===== src/sv/dsvf_pkg.sv =====
package dsvf_pkg;

    // Q.20 fixed point throughout.
    localparam int FRAC = 20;
    localparam int SW   = 24;              // sample and output width
    localparam int DW   = 32;              // saturated wide values and states
    localparam int LW   = DW + 1;          // sum of two saturated values
    localparam int AW   = 38;              // multiplier operand A
    localparam int BW   = 24;              // multiplier operand B
    localparam int QW   = AW + BW - FRAC;  // scaled product
    localparam int ACCW = 44;              // adder width
    localparam int NUMW = 28;              // damping numerator
    localparam int DENW = 26;              // damping denominator
    localparam int DVSW = DENW - 1;        // positive divisor magnitude
    localparam int DVDW = NUMW + FRAC;     // dividend magnitude
    localparam int AXW  = 5;               // APB address width

    localparam logic signed [BW-1:0] ONE_B    = 24'sd1048576;
    localparam logic signed [BW-1:0] TWO_B    = 24'sd2097152;
    localparam logic signed [BW-1:0] FB_TENTH = 24'sd104858;

    localparam logic [2:0] REG_AB_MIX        = 3'd0;
    localparam logic [2:0] REG_COMB_MIX      = 3'd1;
    localparam logic [2:0] REG_FM_SOURCE_MIX = 3'd2;
    localparam logic [2:0] REG_MORPH_ONE     = 3'd3;
    localparam logic [2:0] REG_MORPH_TWO     = 3'd4;
    localparam logic [2:0] REG_OUT_GAIN_ONE  = 3'd5;
    localparam logic [2:0] REG_OUT_GAIN_TWO  = 3'd6;
    localparam logic [2:0] REG_OMEGA_LIMIT   = 3'd7;

    typedef struct packed {
        logic        [20:0] ab_mix;
        logic signed [21:0] comb_mix;
        logic        [20:0] fm_source_mix;
        logic signed [21:0] morph_stage_one;
        logic signed [21:0] morph_stage_two;
        logic signed [21:0] out_gain_one;
        logic signed [21:0] out_gain_two;
        logic        [21:0] omega_limit;
    } cfg_t;

    // Sequencer steps. The order matters: plain steps advance to the next member.
    typedef enum logic [4:0] {
        ST_IDLE,
        ST_M0, ST_M1, ST_M2, ST_M3, ST_M4, ST_M5, ST_M6,
        ST_G0, ST_G1, ST_G2, ST_G3, ST_G4, ST_G5,
        ST_DIV,
        ST_G6, ST_G7, ST_G8, ST_G9, ST_G10, ST_G11, ST_G12, ST_G13, ST_G14,
        ST_G15, ST_G16,
        ST_P0, ST_P1, ST_P2,
        ST_F0, ST_F1, ST_F2
    } step_t;

    typedef struct packed {
        step_t step;
        logic  stage;
        logic  load_in;
        logic  div_start;
        logic  out_load;
    } cmd_t;

    // (a * b) / 2^20, rounded toward minus infinity.
    function automatic logic signed [QW-1:0] mulq(input logic signed [AW-1:0] a,
                                                  input logic signed [BW-1:0] b);
        logic signed [AW+BW-1:0] p;
        p = a * b;
        return p[AW+BW-1:FRAC];
    endfunction

    function automatic logic signed [DW-1:0] sat_to32(input logic signed [ACCW-1:0] v);
        logic signed [DW-1:0] r;
        if (v[ACCW-1:DW-1] == '0 || v[ACCW-1:DW-1] == '1) begin
            r = v[DW-1:0];
        end else if (v[ACCW-1]) begin
            r = {1'b1, {(DW-1){1'b0}}};
        end else begin
            r = {1'b0, {(DW-1){1'b1}}};
        end
        return r;
    endfunction

    function automatic logic signed [SW-1:0] sat_to24(input logic signed [ACCW-1:0] v);
        logic signed [SW-1:0] r;
        if (v[ACCW-1:SW-1] == '0 || v[ACCW-1:SW-1] == '1) begin
            r = v[SW-1:0];
        end else if (v[ACCW-1]) begin
            r = {1'b1, {(SW-1){1'b0}}};
        end else begin
            r = {1'b0, {(SW-1){1'b1}}};
        end
        return r;
    endfunction

endpackage


===== src/sv/dsvf_ctrl.sv =====
module dsvf_ctrl (
    input  logic             aclk,
    input  logic             aresetn,
    input  logic             s_valid,
    output logic             s_ready,
    output logic             m_valid,
    input  logic             m_ready,
    input  logic             div_done,
    output dsvf_pkg::cmd_t   cmd
);

    dsvf_pkg::step_t state_reg, state_next;
    logic            stage_reg, stage_next;
    logic            m_valid_reg, m_valid_next;
    logic            out_free;

    always_ff @(posedge aclk) begin
        if (!aresetn) begin
            state_reg   <= dsvf_pkg::ST_IDLE;
            stage_reg   <= 1'b0;
            m_valid_reg <= 1'b0;
        end else begin
            state_reg   <= state_next;
            stage_reg   <= stage_next;
            m_valid_reg <= m_valid_next;
        end
    end

    always_comb begin
        out_free      = !m_valid_reg || m_ready;
        state_next    = state_reg;
        stage_next    = stage_reg;
        m_valid_next  = m_valid_reg && !m_ready;
        cmd.step      = state_reg;
        cmd.stage     = stage_reg;
        cmd.load_in   = 1'b0;
        cmd.div_start = (state_reg == dsvf_pkg::ST_G5);
        cmd.out_load  = 1'b0;
        unique case (state_reg)
            dsvf_pkg::ST_IDLE: begin
                if (s_valid) begin
                    cmd.load_in = 1'b1;
                    stage_next  = 1'b0;
                    state_next  = dsvf_pkg::ST_M0;
                end
            end
            dsvf_pkg::ST_DIV: begin
                if (div_done) begin
                    state_next = dsvf_pkg::ST_G6;
                end
            end
            dsvf_pkg::ST_G16: begin
                state_next = stage_reg ? dsvf_pkg::ST_F0 : dsvf_pkg::ST_P0;
            end
            dsvf_pkg::ST_P2: begin
                stage_next = 1'b1;
                state_next = dsvf_pkg::ST_G0;
            end
            dsvf_pkg::ST_F2: begin
                // The result waits here until the output register is free.
                if (out_free) begin
                    cmd.out_load = 1'b1;
                    m_valid_next = 1'b1;
                    state_next   = dsvf_pkg::ST_IDLE;
                end
            end
            default: begin
                state_next = dsvf_pkg::step_t'(5'(state_reg + 5'd1));
            end
        endcase
    end

    assign s_ready = (state_reg == dsvf_pkg::ST_IDLE);
    assign m_valid = m_valid_reg;

endmodule


===== config.mk =====
export PLATFORM = sky130hd
export DESIGN_NAME = dsvf_ctrl
export DESIGN_NICKNAME = d
export VERILOG_FILES = /design/src/sv/dsvf_pkg.sv /design/src/sv/dsvf_ctrl.sv
export SDC_FILE = /design/constraint.sdc
export NUM_CORES = 1
export LEC_CHECK = 0
export ABC_AREA = 1
export ABC_CLOCK_PERIOD_IN_PS = 1300
export BUFFER_PORTS_ARGS = -buffer_cell sky130_fd_sc_hd__clkbuf_2
export CAP_MARGIN = 5
export CORE_AREA = 10 10 50 52
export CTS_CLUSTER_DIAMETER = 40
export DETAILED_ROUTE_END_ITERATION = 10
export DIE_AREA = 0 0 60 62
export PLACE_DENSITY_LB_ADDON = 0.3
export SLEW_MARGIN = 10
export SYNTH_ARGS = -nofsm -noshare
export SYNTH_HDL_FRONTEND = slang
export SYNTH_SLANG_ARGS = --single-unit
export TNS_END_PERCENT = 20

===== constraint.sdc =====
create_clock -name aclk -period 1.3 [get_ports aclk]
set_input_delay 0.26 -clock aclk [delete_from_list [all_inputs] [get_ports aclk]]
set_output_delay 0.26 -clock aclk [all_outputs]
set_load 0.01 [all_outputs]

After elaboration in Yosys (flattened, before gate mapping). Index checks and enable logic that the tools add are counted. W data, S select, Z words.

Register bits after elaboration: 7. Bits of input ports: 5. Word-level logic and storage cells: 33.

Add/sub/neg operators: 1. Equal/unequal tests: 8. Multiplexer cells: 13. Reduce and logical (&&, ||, !) cells: 8.

Operators with widths (count): $pmux W5 S5 (1); $eq A5 B5 Y1 const B (3); $mux W5 (3); $eq A5 B4 Y1 const B (2); $mux W1 (7); $ne A2 B2 Y1 const B (3); $add A5 B1 Y5 const B (1); $logic_not A5 Y1 (1); $mux W3 (1); $reduce_and A3 Y1 (1); $logic_not A1 Y1 (2); $pmux W1 S2 (1); $reduce_and A2 Y1 (1); $reduce_bool A2 Y1 (1); $logic_and A1 B1 Y1 (1); $logic_or A1 B1 Y1 (1).

Logic depth before layout (Yosys ltp).
Depth after elaboration: 4. Gate-level depth with buffers: 10.

Worst setup path after synthesis. Ideal clock, no wire load.

Path type: flip-flop to flip-flop. Start point: register state_reg[0]. End point: register state_reg[3]. Setup time: 0.117 ns. Arrival: 1.344 ns. Data required time: 1.183 ns. Path slack: -0.160 ns. Cell stages (with the launch flop): 10. Cell sequence: dfxtp_1 ha_1 inv_1 nor2_1 ha_1 nand3_1 nand2_1 nor2_1 o21ai_1 nor2_1.

Cells in the longest elaborated chain, start to end: 3. Elaborated cells between the ends (all ways): 11. Classes of those cells: add/sub (1); eq/ne (7); mux (1); reduce/logical (2).

RTL lines: start: declaration (line dsvf_ctrl.sv:12) `dsvf_pkg::step_t state_reg, state_next;`; start signal: assignment (line dsvf_ctrl.sv:19) `state_reg <= dsvf_pkg::ST_IDLE;`; start signal: assignment (line dsvf_ctrl.sv:23) `state_reg <= state_next;`; parallel branches: the longest is 3 deep, another holds $add A5 B1 Y5.

Parallel ways; which one is timed is not known. A chain may end at the register's enable or synchronous reset.

==> metrics.yaml <==
outcome: "complete, but fails checks"
violations: "negative setup slack"
antenna_found_initial: 0
area_growth_pct: 45.3
synthArstFlopShare: 0
portBuffers: 15
hold_path_depth: 3
ys_warn_count: 0
worstMarginPinSlew_ns: 0.237
drcViolationCount: 0
setup_viol: 9
final_hold_viol_count: 0
start_kind: "flip-flop"
wl_um: 1790
clk_pin_slew_worst_paths_ns: 0.06
cts-htree-levels: 1
finalCritPeriodShare: 1.22
clock-sinks: 7
final_core_util: 0.547
clkLatencyLatePin_ns: 0.25
synthAdderAreaFrac: 0.103
drtAntennaViolNets: 0
p_leak_nw: 0.445
yosysSeqAreaShare: 0.230
synth_top_cell_area_share: 0.230
grtUsageTotal: 0.0991
cts_buffer_depth: 2
synth_area_leaders: "dfxtp_1 23%, nand2_1 11%, ha_1 10%, inv_1 8.0%, nor2_1 7.4%"
die_area_mm2: 0.00372
vias: 687
synth_compound_area_frac: 0.101
drtPass1Iterations: 4
synth_area_per_cell_um2: 6.83
synth-main-ff-cell: "dfxtp_1"
finalSetupTns_ns: -1.86
netlist_area_um2: 608
critPathArrivalTime_ns: 1.33
synth-seq-cells: 7
ys_types: 20
cts_tree: "built"
synthMuxAreaShare: 0
antenna_cells: 0
slew_viol_final: 0
syn_nets: 99
gp_congestion: 0.830
peakVddDrop_mv: 0.911
power_density_mw_per_mm2: 2170
yosysMostFrequentCell: "nand2_1"
grt_pass1_vias: 667
holdPathEnd: "state_reg[4]"
die_w_um: 60
synth-simple-area-share: 0.426
fin_skew_ns: 0.00210
core_area_mm2: 0.00161
required_ns: 1.04
worstPathMaxFanout: 4
synth_edf_count: 0
cts_buffers: 3
rr_worst_depth: 10
grt_max_degree: 9
die_h_um: 62
max_freq_mhz: 628
initialDrtViolationCount: 19
crit_type: "flip-flop to output port"
rows: 15
synth_top_family_by_area: "simple AND/OR/NAND/NOR gates"
fill_cells: 152
largest_reg_flops: 5
reg2reg_from: "state_reg[0]"
synth_commonest_cells: "18 x nand2_1, 13 x inv_1, 12 x nor2_1, 7 x dfxtp_1, 5 x ha_1"
synth-xor-area-share: 0.0288
syn_inst: 89
post-place-ws_ns: -0.104
end_kind: "output port"
maxSlewHeadroom: 0.841
post-dp-hpwl_um: 1350
cts-root-buf: "clkbuf_4"
grt_pass1_wl_um: 2790
fin_nets: 130
hold_path_class: "input port to flip-flop"
drv_cap: 0
period_needed_ns: 1.59
r2r_setup_slack_ns: -0.23
avgRoutedWirePerCell_um: 13.2
holdCritStartpoint: "aresetn"
r2r_end: "state_reg[1]"
rsz0062_at_grt: "yes"
via_per_inst: 5.05
yosys.area.top_type: "dfxtp_1"
setup_slack_ns: -0.291
start_util: 0.377
io-pin-count: 16
drive_gt1_frac: 0.555
grt.overflow.total: 0
placed cells by master, fill, tap and decap left out, drive strengths merged:
cell type / instances
a21oi: 7
buf: 13
clkbuf: 18
dfxtp: 7
ha: 5
inv: 16
nand2: 23
nand3: 5
nand4: 2
nor2: 16
nor3: 2
o21ai: 3
xor2: 2
repair_timing:
action	CTS	global route
buffers inserted	2	1
hold buffers	0	0
gates resized for setup	6	5
endpoints found under the setup margin	9	9
worst max-delay path by stage:
stage,cells past startpoint,from,endpoint
6_report,7,state_reg[0],cmd[0]
5_1_grt,7,state_reg[0],cmd[0]
4_1_cts,7,state_reg[1],cmd[0]
3_5_place_dp,7,state_reg[0],cmd[0]
3_3_place_gp,8,state_reg[0],state_reg[0]
2_1_floorplan,9,state_reg[1],state_reg[2]
per-layer routing:
layer  vias up  wire length [um]  track usage
li1        336                 -            -
met1       323               671       0.0949
met2        21               968        0.179
met3         7               111       0.0346
met4         0                42       0.0577
met5         -                 0            0
logic make-up (layout without fill, tap and decap cells):
group,count (synthesis),after routing
flops,7,7
fa+ha+maj,5,5
buf+inv,17,47
xor+xnor,2,2
compound gates,10,10
simple gates,48,48
report_power, final:
| group | internal [mW] | switching [mW] | total, mW |
|---|---|---|---|
| combinational | 0.563 | 0.760 | 1.32 |
| clock | 0.118 | 0.0909 | 0.209 |
| sequential | 0.303 | 0.0787 | 0.381 |
metrics by stage:
stage	power, mW	hold WS [ns]	area [um2]	cells
2_1_floorplan	1.12	0.387	649	89
3_3_place_gp	1.52	0.510	806	129
3_5_place_dp	1.53	0.528	806	129
4_1_cts	1.80	0.292	860	135
5_1_grt	2.08	0.299	883	136
6_report	1.91	0.295	883	136
worst max-delay path: stages (launching register included):
cell and delay [ns]:
dfxtp_4 0.37, ha_4 0.13, inv_2 0.03, nor2_2 0.07, ha_2 0.19, inv_2 0.05, a21oi_2 0.09, buf_2 0.14
final cells by class:
cell class	instances	area (um2)	area share
multi-input cells	65	460	0.521
repair buffers	27	165	0.187
flip-flops and latches	7	150	0.170
inverters	16	60.1	0.0680
clock buffers	4	26.3	0.0297
well taps	17	21.3	0.0241
No activity file was read; power rests on OpenSTA's default activity.
